<file path="config.mk">
export PLATFORM = sky130hd
export DESIGN_NAME = euclidean_rhythm_trigger
export DESIGN_NICKNAME = d
export VERILOG_FILES = /design/src/design/ert_pkg.sv /design/src/design/ert_ctrl.sv /design/src/design/ert_dp.sv /design/src/design/euclidean_rhythm_trigger.sv
export SDC_FILE = /design/constraint.sdc
export NUM_CORES = 1
export LEC_CHECK = 0
export ABC_AREA = 1
export BUFFER_PORTS_ARGS = -buffer_cell sky130_fd_sc_hd__buf_2
export CAP_MARGIN = 20
export CORE_MARGIN = 1
export CORE_UTILIZATION = 52
export DETAILED_ROUTE_END_ITERATION = 7
export PLACE_DENSITY = 0.85
export SETUP_SLACK_MARGIN = 0.2
export SYNTH_ARGS = -nofsm -noshare
export SYNTH_HDL_FRONTEND = slang
export SYNTH_SLANG_ARGS = --single-unit
</file>
<file path="constraint.sdc">
create_clock -name i_clk -period 3.3 [get_ports i_clk]
set_input_delay 0.165 -clock i_clk [delete_from_list [all_inputs] [get_ports i_clk]]
set_output_delay 0.165 -clock i_clk [all_outputs]
set_load 0.1 [all_outputs]
</file>
<file path="src/design/ert_pkg.sv">
`default_nettype none

package ert_pkg;

    localparam int BEAT_W     = 31;
    localparam int LAST_W     = 32;
    localparam int CNT_W      = 5;
    localparam int STEPCFG_W  = 6;
    localparam int PITCH_W    = 7;
    localparam int VEL_W      = 7;
    localparam int CHAN_W     = 5;
    localparam int IDXOUT_W   = 5;
    localparam int ADDR_W     = 5;
    localparam int DATA_W     = 32;

    localparam logic [CHAN_W-1:0] CHAN_MIN = 5'd1;
    localparam logic [CHAN_W-1:0] CHAN_MAX = 5'd16;

    // Register index, taken from paddr[4:2].
    typedef enum logic [2:0] {
        REG_STEP_COUNT  = 3'd0,
        REG_PULSE_COUNT = 3'd1,
        REG_PITCH       = 3'd2,
        REG_VELOCITY    = 3'd3,
        REG_CHANNEL     = 3'd4,
        REG_ENABLE      = 3'd5,
        REG_MUTE        = 3'd6
    } t_reg_idx;

    typedef enum logic [5:0] {
        S_IDLE  = 6'b000001,
        S_MOD   = 6'b000010,
        S_MUL   = 6'b000100,
        S_PLOAD = 6'b001000,
        S_PMOD  = 6'b010000,
        S_OUT   = 6'b100000
    } t_state;

    typedef struct packed {
        logic load_beat;
        logic load_prod;
        logic div_step;
        logic mul;
        logic out_load;
    } t_dp_cmd;

    typedef struct packed {
        logic fresh;
        logic div_last;
        logic hit;
        logic out_free;
    } t_dp_stat;

    typedef struct packed {
        logic [STEPCFG_W-1:0] step_count;
        logic [STEPCFG_W-1:0] pulse_count;
        logic [PITCH_W-1:0]   pitch;
        logic [VEL_W-1:0]     velocity;
        logic [CHAN_W-1:0]    channel;
        logic                 enable;
        logic                 mute;
    } t_cfg;

endpackage

`default_nettype wire

</file>
<file path="src/design/ert_ctrl.sv">
`default_nettype none

module ert_ctrl (
    input  wire                i_clk,
    input  wire                i_rst_n,
    input  wire                i_valid,
    output logic               o_stall,
    input  ert_pkg::t_dp_stat  i_stat,
    output ert_pkg::t_dp_cmd   o_cmd
);

    ert_pkg::t_state r_state;
    ert_pkg::t_state n_state;

    always_ff @(posedge i_clk) begin
        if (!i_rst_n) begin
            r_state <= ert_pkg::S_IDLE;
        end else begin
            r_state <= n_state;
        end
    end

    always_comb begin
        n_state = r_state;
        o_cmd   = '0;
        case (r_state)
            ert_pkg::S_IDLE: begin
                // A request that is disabled, muted or repeats the last beat ends here.
                if (i_valid && i_stat.fresh) begin
                    o_cmd.load_beat = 1'b1;
                    n_state         = ert_pkg::S_MOD;
                end
            end
            ert_pkg::S_MOD: begin
                o_cmd.div_step = 1'b1;
                if (i_stat.div_last) begin
                    n_state = ert_pkg::S_MUL;
                end
            end
            ert_pkg::S_MUL: begin
                o_cmd.mul = 1'b1;
                n_state   = ert_pkg::S_PLOAD;
            end
            ert_pkg::S_PLOAD: begin
                o_cmd.load_prod = 1'b1;
                n_state         = ert_pkg::S_PMOD;
            end
            ert_pkg::S_PMOD: begin
                o_cmd.div_step = 1'b1;
                if (i_stat.div_last) begin
                    n_state = ert_pkg::S_OUT;
                end
            end
            ert_pkg::S_OUT: begin
                if (!i_stat.hit) begin
                    n_state = ert_pkg::S_IDLE;
                end else if (i_stat.out_free) begin
                    o_cmd.out_load = 1'b1;
                    n_state        = ert_pkg::S_IDLE;
                end
            end
            default: begin
                n_state = ert_pkg::S_IDLE;
            end
        endcase
    end

    assign o_stall = (r_state != ert_pkg::S_IDLE);

endmodule

`default_nettype wire

</file>
<file path="src/design/ert_dp.sv">
`default_nettype none

module ert_dp #(
    parameter int MAX_STEPS = 32
) (
    input  wire                                i_clk,
    input  wire                                i_rst_n,
    input  wire  [ert_pkg::BEAT_W-1:0]         i_beat_number,
    input  ert_pkg::t_cfg                      i_cfg,
    input  ert_pkg::t_dp_cmd                   i_cmd,
    output ert_pkg::t_dp_stat                  o_stat,
    input  wire                                i_stall,
    output logic                               o_valid,
    output logic [ert_pkg::CHAN_W-1:0]         o_note_channel,
    output logic [ert_pkg::PITCH_W-1:0]        o_note_pitch,
    output logic [ert_pkg::VEL_W-1:0]          o_note_velocity,
    output logic [ert_pkg::IDXOUT_W-1:0]       o_step_index
);

    localparam int STEP_W = $clog2(MAX_STEPS + 1);
    localparam int IDX_W  = ($clog2(MAX_STEPS) < 1) ? 1 : $clog2(MAX_STEPS);
    localparam int PROD_W = IDX_W + STEP_W;
    localparam int CMP_W  = (STEP_W > ert_pkg::STEPCFG_W) ? STEP_W + 1 : ert_pkg::STEPCFG_W + 1;

    logic [ert_pkg::LAST_W-1:0] r_last_beat;
    logic [STEP_W-1:0]          r_steps;
    logic [STEP_W-1:0]          r_pulses;
    logic [ert_pkg::BEAT_W-1:0] r_dvd;
    logic [STEP_W-1:0]          r_rem;
    logic [ert_pkg::CNT_W-1:0]  r_cnt;
    logic [IDX_W-1:0]           r_step;
    logic [PROD_W-1:0]          r_prod;
    logic                       r_out_valid;
    logic [ert_pkg::CHAN_W-1:0]   r_chan;
    logic [ert_pkg::PITCH_W-1:0]  r_pitch;
    logic [ert_pkg::VEL_W-1:0]    r_vel;
    logic [ert_pkg::IDXOUT_W-1:0] r_idx;

    logic [CMP_W-1:0]           sc_wide;
    logic [CMP_W-1:0]           pc_wide;
    logic [CMP_W-1:0]           steps_wide;
    logic [STEP_W-1:0]          steps_eff;
    logic [STEP_W-1:0]          pulses_eff;
    logic [STEP_W:0]            trial;
    logic [STEP_W-1:0]          rem_next;
    logic [ert_pkg::CHAN_W-1:0] chan_eff;
    logic [31:0]                step_ext;

    // Effective cycle length and pulse count, latched when a beat starts.
    always_comb begin
        sc_wide = CMP_W'(i_cfg.step_count);
        pc_wide = CMP_W'(i_cfg.pulse_count);
        if (sc_wide == '0) begin
            steps_wide = CMP_W'(1);
        end else if (sc_wide > CMP_W'(MAX_STEPS)) begin
            steps_wide = CMP_W'(MAX_STEPS);
        end else begin
            steps_wide = sc_wide;
        end
        steps_eff  = steps_wide[STEP_W-1:0];
        pulses_eff = (pc_wide > steps_wide) ? steps_eff : pc_wide[STEP_W-1:0];
    end

    // One restoring remainder step per cycle; the remainder stays below the divisor.
    always_comb begin
        trial = {r_rem, r_dvd[ert_pkg::BEAT_W-1]};
        if (trial >= {1'b0, r_steps}) begin
            rem_next = STEP_W'(trial - {1'b0, r_steps});
        end else begin
            rem_next = trial[STEP_W-1:0];
        end
    end

    always_ff @(posedge i_clk) begin
        if (!i_rst_n) begin
            r_last_beat <= '1;
        end else if (i_cmd.load_beat) begin
            r_last_beat <= {1'b0, i_beat_number};
        end
    end

    always_ff @(posedge i_clk) begin
        if (i_cmd.load_beat) begin
            r_steps  <= steps_eff;
            r_pulses <= pulses_eff;
            r_dvd    <= i_beat_number;
            r_rem    <= '0;
            r_cnt    <= ert_pkg::CNT_W'(ert_pkg::BEAT_W);
        end else if (i_cmd.load_prod) begin
            // Left-align the product so that only its own bits are iterated.
            r_dvd    <= ert_pkg::BEAT_W'(r_prod) << (ert_pkg::BEAT_W - PROD_W);
            r_rem    <= '0;
            r_cnt    <= ert_pkg::CNT_W'(PROD_W);
        end else if (i_cmd.div_step) begin
            r_dvd    <= {r_dvd[ert_pkg::BEAT_W-2:0], 1'b0};
            r_rem    <= rem_next;
            r_cnt    <= r_cnt - 1'b1;
        end
        if (i_cmd.mul) begin
            r_step <= r_rem[IDX_W-1:0];
            r_prod <= PROD_W'(r_rem[IDX_W-1:0]) * PROD_W'(r_pulses);
        end
    end

    always_comb begin
        if (i_cfg.channel < ert_pkg::CHAN_MIN) begin
            chan_eff = ert_pkg::CHAN_MIN;
        end else if (i_cfg.channel > ert_pkg::CHAN_MAX) begin
            chan_eff = ert_pkg::CHAN_MAX;
        end else begin
            chan_eff = i_cfg.channel;
        end
        step_ext = 32'(r_step);
    end

    always_ff @(posedge i_clk) begin
        if (!i_rst_n) begin
            r_out_valid <= 1'b0;
        end else if (i_cmd.out_load) begin
            r_out_valid <= 1'b1;
        end else if (!i_stall) begin
            r_out_valid <= 1'b0;
        end
    end

    always_ff @(posedge i_clk) begin
        if (i_cmd.out_load) begin
            r_chan  <= chan_eff;
            r_pitch <= i_cfg.pitch;
            r_vel   <= i_cfg.velocity;
            r_idx   <= step_ext[ert_pkg::IDXOUT_W-1:0];
        end
    end

    // A step hits when (step * pulses) mod steps is below pulses; step zero always hits.
    assign o_stat.fresh    = i_cfg.enable && !i_cfg.mute
                             && (r_last_beat != {1'b0, i_beat_number});
    assign o_stat.div_last = (r_cnt == ert_pkg::CNT_W'(1));
    assign o_stat.hit      = (r_step == '0) || (r_rem < r_pulses);
    assign o_stat.out_free = !r_out_valid || !i_stall;

    assign o_valid         = r_out_valid;
    assign o_note_channel  = r_chan;
    assign o_note_pitch    = r_pitch;
    assign o_note_velocity = r_vel;
    assign o_step_index    = r_idx;

endmodule

`default_nettype wire

</file>
<file path="src/design/euclidean_rhythm_trigger.sv">
`default_nettype none
// Channel   Direction  Handshake               Payload
// input     in         i_valid / o_stall       i_beat_number
// output    out        o_valid / i_stall       o_note_channel, o_note_pitch,
//                                              o_note_velocity, o_step_index
// config    in         APB psel/penable/pready paddr, pwdata, prdata
//
// A beat that produces work is paced by the shared one-bit-per-cycle remainder unit,
// which runs once on the beat and once on step * pulses. Disabled, muted or repeated
// beats end in the idle state without any work being done.
// Reset is synchronous and returns the registers to their defaults and last beat to none.
// A new request is taken while a finished note still waits at the output; a stalled
// output holds the block in its last state until the note is taken.

module euclidean_rhythm_trigger #(
    parameter int MAX_STEPS = 32
) (
    input  wire                                i_clk,
    input  wire                                i_rst_n,
    input  wire                                i_valid,
    output logic                               o_stall,
    input  wire  [ert_pkg::BEAT_W-1:0]         i_beat_number,
    output logic                               o_valid,
    input  wire                                i_stall,
    output logic [ert_pkg::CHAN_W-1:0]         o_note_channel,
    output logic [ert_pkg::PITCH_W-1:0]        o_note_pitch,
    output logic [ert_pkg::VEL_W-1:0]          o_note_velocity,
    output logic [ert_pkg::IDXOUT_W-1:0]       o_step_index,
    input  wire                                psel,
    input  wire                                penable,
    input  wire                                pwrite,
    input  wire  [ert_pkg::ADDR_W-1:0]         paddr,
    input  wire  [ert_pkg::DATA_W-1:0]         pwdata,
    output logic [ert_pkg::DATA_W-1:0]         prdata,
    output logic                               pready
);

    ert_pkg::t_cfg     r_cfg;
    ert_pkg::t_dp_cmd  cmd;
    ert_pkg::t_dp_stat stat;
    ert_pkg::t_reg_idx reg_idx;
    logic              wr_en;

    assign pready  = 1'b1;
    assign wr_en   = psel && penable && pwrite;
    assign reg_idx = ert_pkg::t_reg_idx'(paddr[4:2]);

    always_ff @(posedge i_clk) begin
        if (!i_rst_n) begin
            r_cfg.step_count  <= 6'd13;
            r_cfg.pulse_count <= 6'd5;
            r_cfg.pitch       <= 7'd72;
            r_cfg.velocity    <= 7'd127;
            r_cfg.channel     <= 5'd1;
            r_cfg.enable      <= 1'b0;
            r_cfg.mute        <= 1'b0;
        end else if (wr_en) begin
            case (reg_idx)
                ert_pkg::REG_STEP_COUNT:  r_cfg.step_count  <= pwdata[ert_pkg::STEPCFG_W-1:0];
                ert_pkg::REG_PULSE_COUNT: r_cfg.pulse_count <= pwdata[ert_pkg::STEPCFG_W-1:0];
                ert_pkg::REG_PITCH:       r_cfg.pitch       <= pwdata[ert_pkg::PITCH_W-1:0];
                ert_pkg::REG_VELOCITY:    r_cfg.velocity    <= pwdata[ert_pkg::VEL_W-1:0];
                ert_pkg::REG_CHANNEL:     r_cfg.channel     <= pwdata[ert_pkg::CHAN_W-1:0];
                ert_pkg::REG_ENABLE:      r_cfg.enable      <= pwdata[0];
                ert_pkg::REG_MUTE:        r_cfg.mute        <= pwdata[0];
                default: begin
                end
            endcase
        end
    end

    always_comb begin
        case (reg_idx)
            ert_pkg::REG_STEP_COUNT:  prdata = ert_pkg::DATA_W'(r_cfg.step_count);
            ert_pkg::REG_PULSE_COUNT: prdata = ert_pkg::DATA_W'(r_cfg.pulse_count);
            ert_pkg::REG_PITCH:       prdata = ert_pkg::DATA_W'(r_cfg.pitch);
            ert_pkg::REG_VELOCITY:    prdata = ert_pkg::DATA_W'(r_cfg.velocity);
            ert_pkg::REG_CHANNEL:     prdata = ert_pkg::DATA_W'(r_cfg.channel);
            ert_pkg::REG_ENABLE:      prdata = ert_pkg::DATA_W'(r_cfg.enable);
            ert_pkg::REG_MUTE:        prdata = ert_pkg::DATA_W'(r_cfg.mute);
            default:                  prdata = '0;
        endcase
    end

    ert_ctrl u_ctrl (
        .i_clk   (i_clk),
        .i_rst_n (i_rst_n),
        .i_valid (i_valid),
        .o_stall (o_stall),
        .i_stat  (stat),
        .o_cmd   (cmd)
    );

    ert_dp #(
        .MAX_STEPS (MAX_STEPS)
    ) u_dp (
        .i_clk           (i_clk),
        .i_rst_n         (i_rst_n),
        .i_beat_number   (i_beat_number),
        .i_cfg           (r_cfg),
        .i_cmd           (cmd),
        .o_stat          (stat),
        .i_stall         (i_stall),
        .o_valid         (o_valid),
        .o_note_channel  (o_note_channel),
        .o_note_pitch    (o_note_pitch),
        .o_note_velocity (o_note_velocity),
        .o_step_index    (o_step_index)
    );

endmodule

`default_nettype wire

</file>
==> flow_metrics.tcl <==
set metrics [dict create \
    antenna_found_initial 0 \
    crit_path_max_incr_delay_ns 0.50 \
    cts_tree "done" \
    portBuffers 80 \
    cts_max_path_buffers 2 \
    start_util_pct 53.86 \
    detail-route-antenna-nets 0 \
    p_leak_nw 5.693 \
    post-route-period-util_pct 101.2 \
    drv_slew 0 \
    netlist_instances 1149 \
    die_height_um 133.8 \
    synth.distinct_cells 39 \
    cts_buffers 17 \
    drv_cap 0 \
    yosys_warnings 0 \
    slowest_stage "fa_1" \
    power_mw 4.574 \
    grt_start_max_net_pins 45 \
    min_path_type "input pin to flop" \
    cp-start-kind "flop" \
    violations "negative setup slack" \
    cp.required_ns 3.49 \
    dr.pass1.iters 5 \
    setup_viol 2 \
    syn_to_final_growth_pct 17.01 \
    outcome "complete, but fails checks" \
    fmax_mhz 299.4 \
    clock_latency_ns 0.44 \
    place.gp.congestion 0.8958 \
    ys_seq_area_share_pct 46.02 \
    cp_top_family "adder cells" \
    htree_num_levels 4 \
    tightest_slew_ns 0.8977 \
    path_max_fanout 4 \
    crit_buf_inv 2 \
    dp.cells 1451 \
    grt.total_usage_pct 23.90 \
    vias 7702 \
    power_density_nw_per_um2 433.1 \
    wire_per_inst_um 13.90 \
    drive_above_1_share_pct 13.26 \
    diodes 0 \
    cts.sinks 166 \
    worst_setup_path_end_kind "flop" \
    num-fill-cells 1320 \
    rows 47 \
    synth_edf_count 83 \
    skew_ns 0.01408 \
    worstSetupPathType "flop to flop" \
    grt_pass1_vias 7346 \
    multi_input_area_um2 4005 \
    die_w_um 133.8 \
    clkTransAtPathRegs_ns 0.07 \
    final-hold-violation-count 0 \
    fin_cells 1502 \
    crit_chain "ha_2 -> inv_2 -> fa_1 -> fa_1 -> fa_1 -> inv_2 -> ha_4 -> a21oi_2 -> nand2_1 -> nand2_1 -> nand2_1 -> a21oi_2 -> nor2_1 -> o21ai_1 -> nand2_1 -> nand2_1 -> nand2_1" \
    arrival_ns 3.53 \
    avgViaCountPerCell 5.128 \
    rsz0062_at_grt "yes" \
    nNetsFinal 1399 \
    cpMostUsedCell "nand2_1" \
    seq_area_um2 4158 \
    grt_pass1_wl_um 33740 \
    die_area_um2 17890 \
    clockRootBuffer "clkbuf_16" \
    post-route-drc-count 0 \
    yosys_most_used_dff "edfxtp_1" \
    async_flop_share_pct 0 \
    synth_area_um2 9026 \
    core-area_um2 16760 \
    ys_ff_latch 166 \
    fin_crit_ns 3.340 \
    setup_slack_ns -0.04036 \
    maxSlewHeadroom_pct 40.15 \
    hpwlAfterDp_um 14690 \
    overflow 0 \
    routed_wl_um 20870 \
    drt_iter0_drc 612 \
    io_pins 134 \
    avgSynthCellArea_um2 7.856 \
    ir_worst_vdd_mv 0.3656 \
]
==> sequential cells by signal, indices dropped and copies added (netlist names), 6 cells and up <==
register	cells
u_dp.o_note_pitch	7
u_dp.r_prod	11
u_dp.r_steps	6
u_ctrl.r_state	6
u_dp.r_rem	6
u_dp.r_dvd	31
r_cfg	33
u_dp.o_note_velocity	7
u_dp.r_last_beat	32
u_dp.r_pulses	6
==> Yosys cell counts (all sizes together) (3+ instances only) <==
master,instances,area (um2)
nor2,93,351.6
nand3,61,305.3
inv,188,705.7
o21ai,54,270.3
a21oi,36,180.2
buf,38,266.5
o211ai,8,60.06
dfxtp,83,1662
fa,13,260.3
clkbuf,13,48.80
xnor2,7,61.31
ha,42,525.5
nand4,15,93.84
edfxtp,83,2492
xor2,8,70.07
a221oi,3,26.28
o2111ai,4,35.03
nand2,376,1426
nor3,6,45.04
==> path summary, 6_finish.rpt <==
path	depth (start not counted)	slack, ns	startpoint	endpoint
hold reg to reg	0	0.45	u_dp.r_step[1]	u_dp.o_step_index[1]
hold / removal	3	0.02	i_beat_number[8]	u_dp.r_last_beat[8]
setup reg to reg	17	-0.04	u_dp.r_pulses[2]	u_dp.r_prod[9]
setup / recovery	17	-0.04	u_dp.r_pulses[2]	u_dp.r_prod[9]
==> power by group <==
group | internal, mW | switching (mW)
registers | 2.16 | 0.0130
clock network | 1.03 | 0.959
logic | 0.0941 | 0.323
total | 3.28 | 1.30
==> layout make-up <==
| cell class | count | area share, % |
|---|---|---|
| Multi-Input combinational cell | 767 | 37.92 |
| Clock buffer | 17 | 4.028 |
| Inverter | 189 | 6.717 |
| Timing Repair Buffer | 128 | 7.665 |
| Sequential cell | 166 | 39.37 |
| Tap cell | 220 | 2.606 |
| Clock inverter | 15 | 1.694 |
==> metrics by stage <==
step | util, % | instance area (um2) | setup slack [ns] | hold WS (ns) | TNS [ns]
2_1_floorplan | - | 9146 | -0.1169 | 0.2782 | -0.1540
3_3_place_gp | 58.04 | 9728 | -0.08763 | 0.3841 | -0.1272
3_5_place_dp | 58.04 | 9728 | -0.1557 | 0.3879 | -0.2405
4_1_cts | 62.96 | 10550 | -0.01971 | 0.001300 | -0.01971
5_1_grt | 63.02 | 10560 | -0.2030 | 0.01627 | -0.4824
6_report | 63.02 | 10560 | -0.04036 | 0.01638 | -0.04207
==> routing by layer <==
metal,part of all wire (%),track usage (%),vias up
met5,0,0,-
met4,2.2,8.775,0
met3,6.4,5.251,49
met2,50,42.37,268
met1,41,28.17,3543
li1,-,-,3842
==> kinds of logic (layout without fill, tap and decap cells) <==
group / Yosys count / in the layout / share of synthesized area, %
AOI/OAI and AO/OA: 115 / 115 / 7.222
xor gates and xnor gates: 15 / 15 / 1.456
adders and majority gates: 55 / 55 / 8.705
buffers and inverters: 240 / 349 / 11.35
DFF: 166 / 166 / 46.02
other: 2 / 26 / 0.08320
and+or+nand+nor: 556 / 556 / 25.16
==> worst min-delay path: cells and delay by family <==
kind / cells / cell delay (ns)
buffers and inverters: 1 / 0.11
and+or+nand+nor: 2 / 0.14
==> timing repair <==
action | in CTS | in global routing
setup buffers | 1 | 0
hold endpoints to repair | 19 | 0
cloned | 0 | 0
endpoints found under the setup margin | 5 | 6
hold buffers | 18 | 0
pin swaps | 8 | 6
gates resized for setup | 7 | 2
==> cell usage in the layout, fill, tap and decap left out, types with 32 or more instances in the layout <==
cell type,n
buf_2,80
ha_1,38
nand2_1,372
edfxtp_1,83
nor2_1,92
inv_1,184
a21oi_1,32
o21ai_0,43
dfxtp_1,80
nand3_1,60
Power figures use the tool's default switching activity.
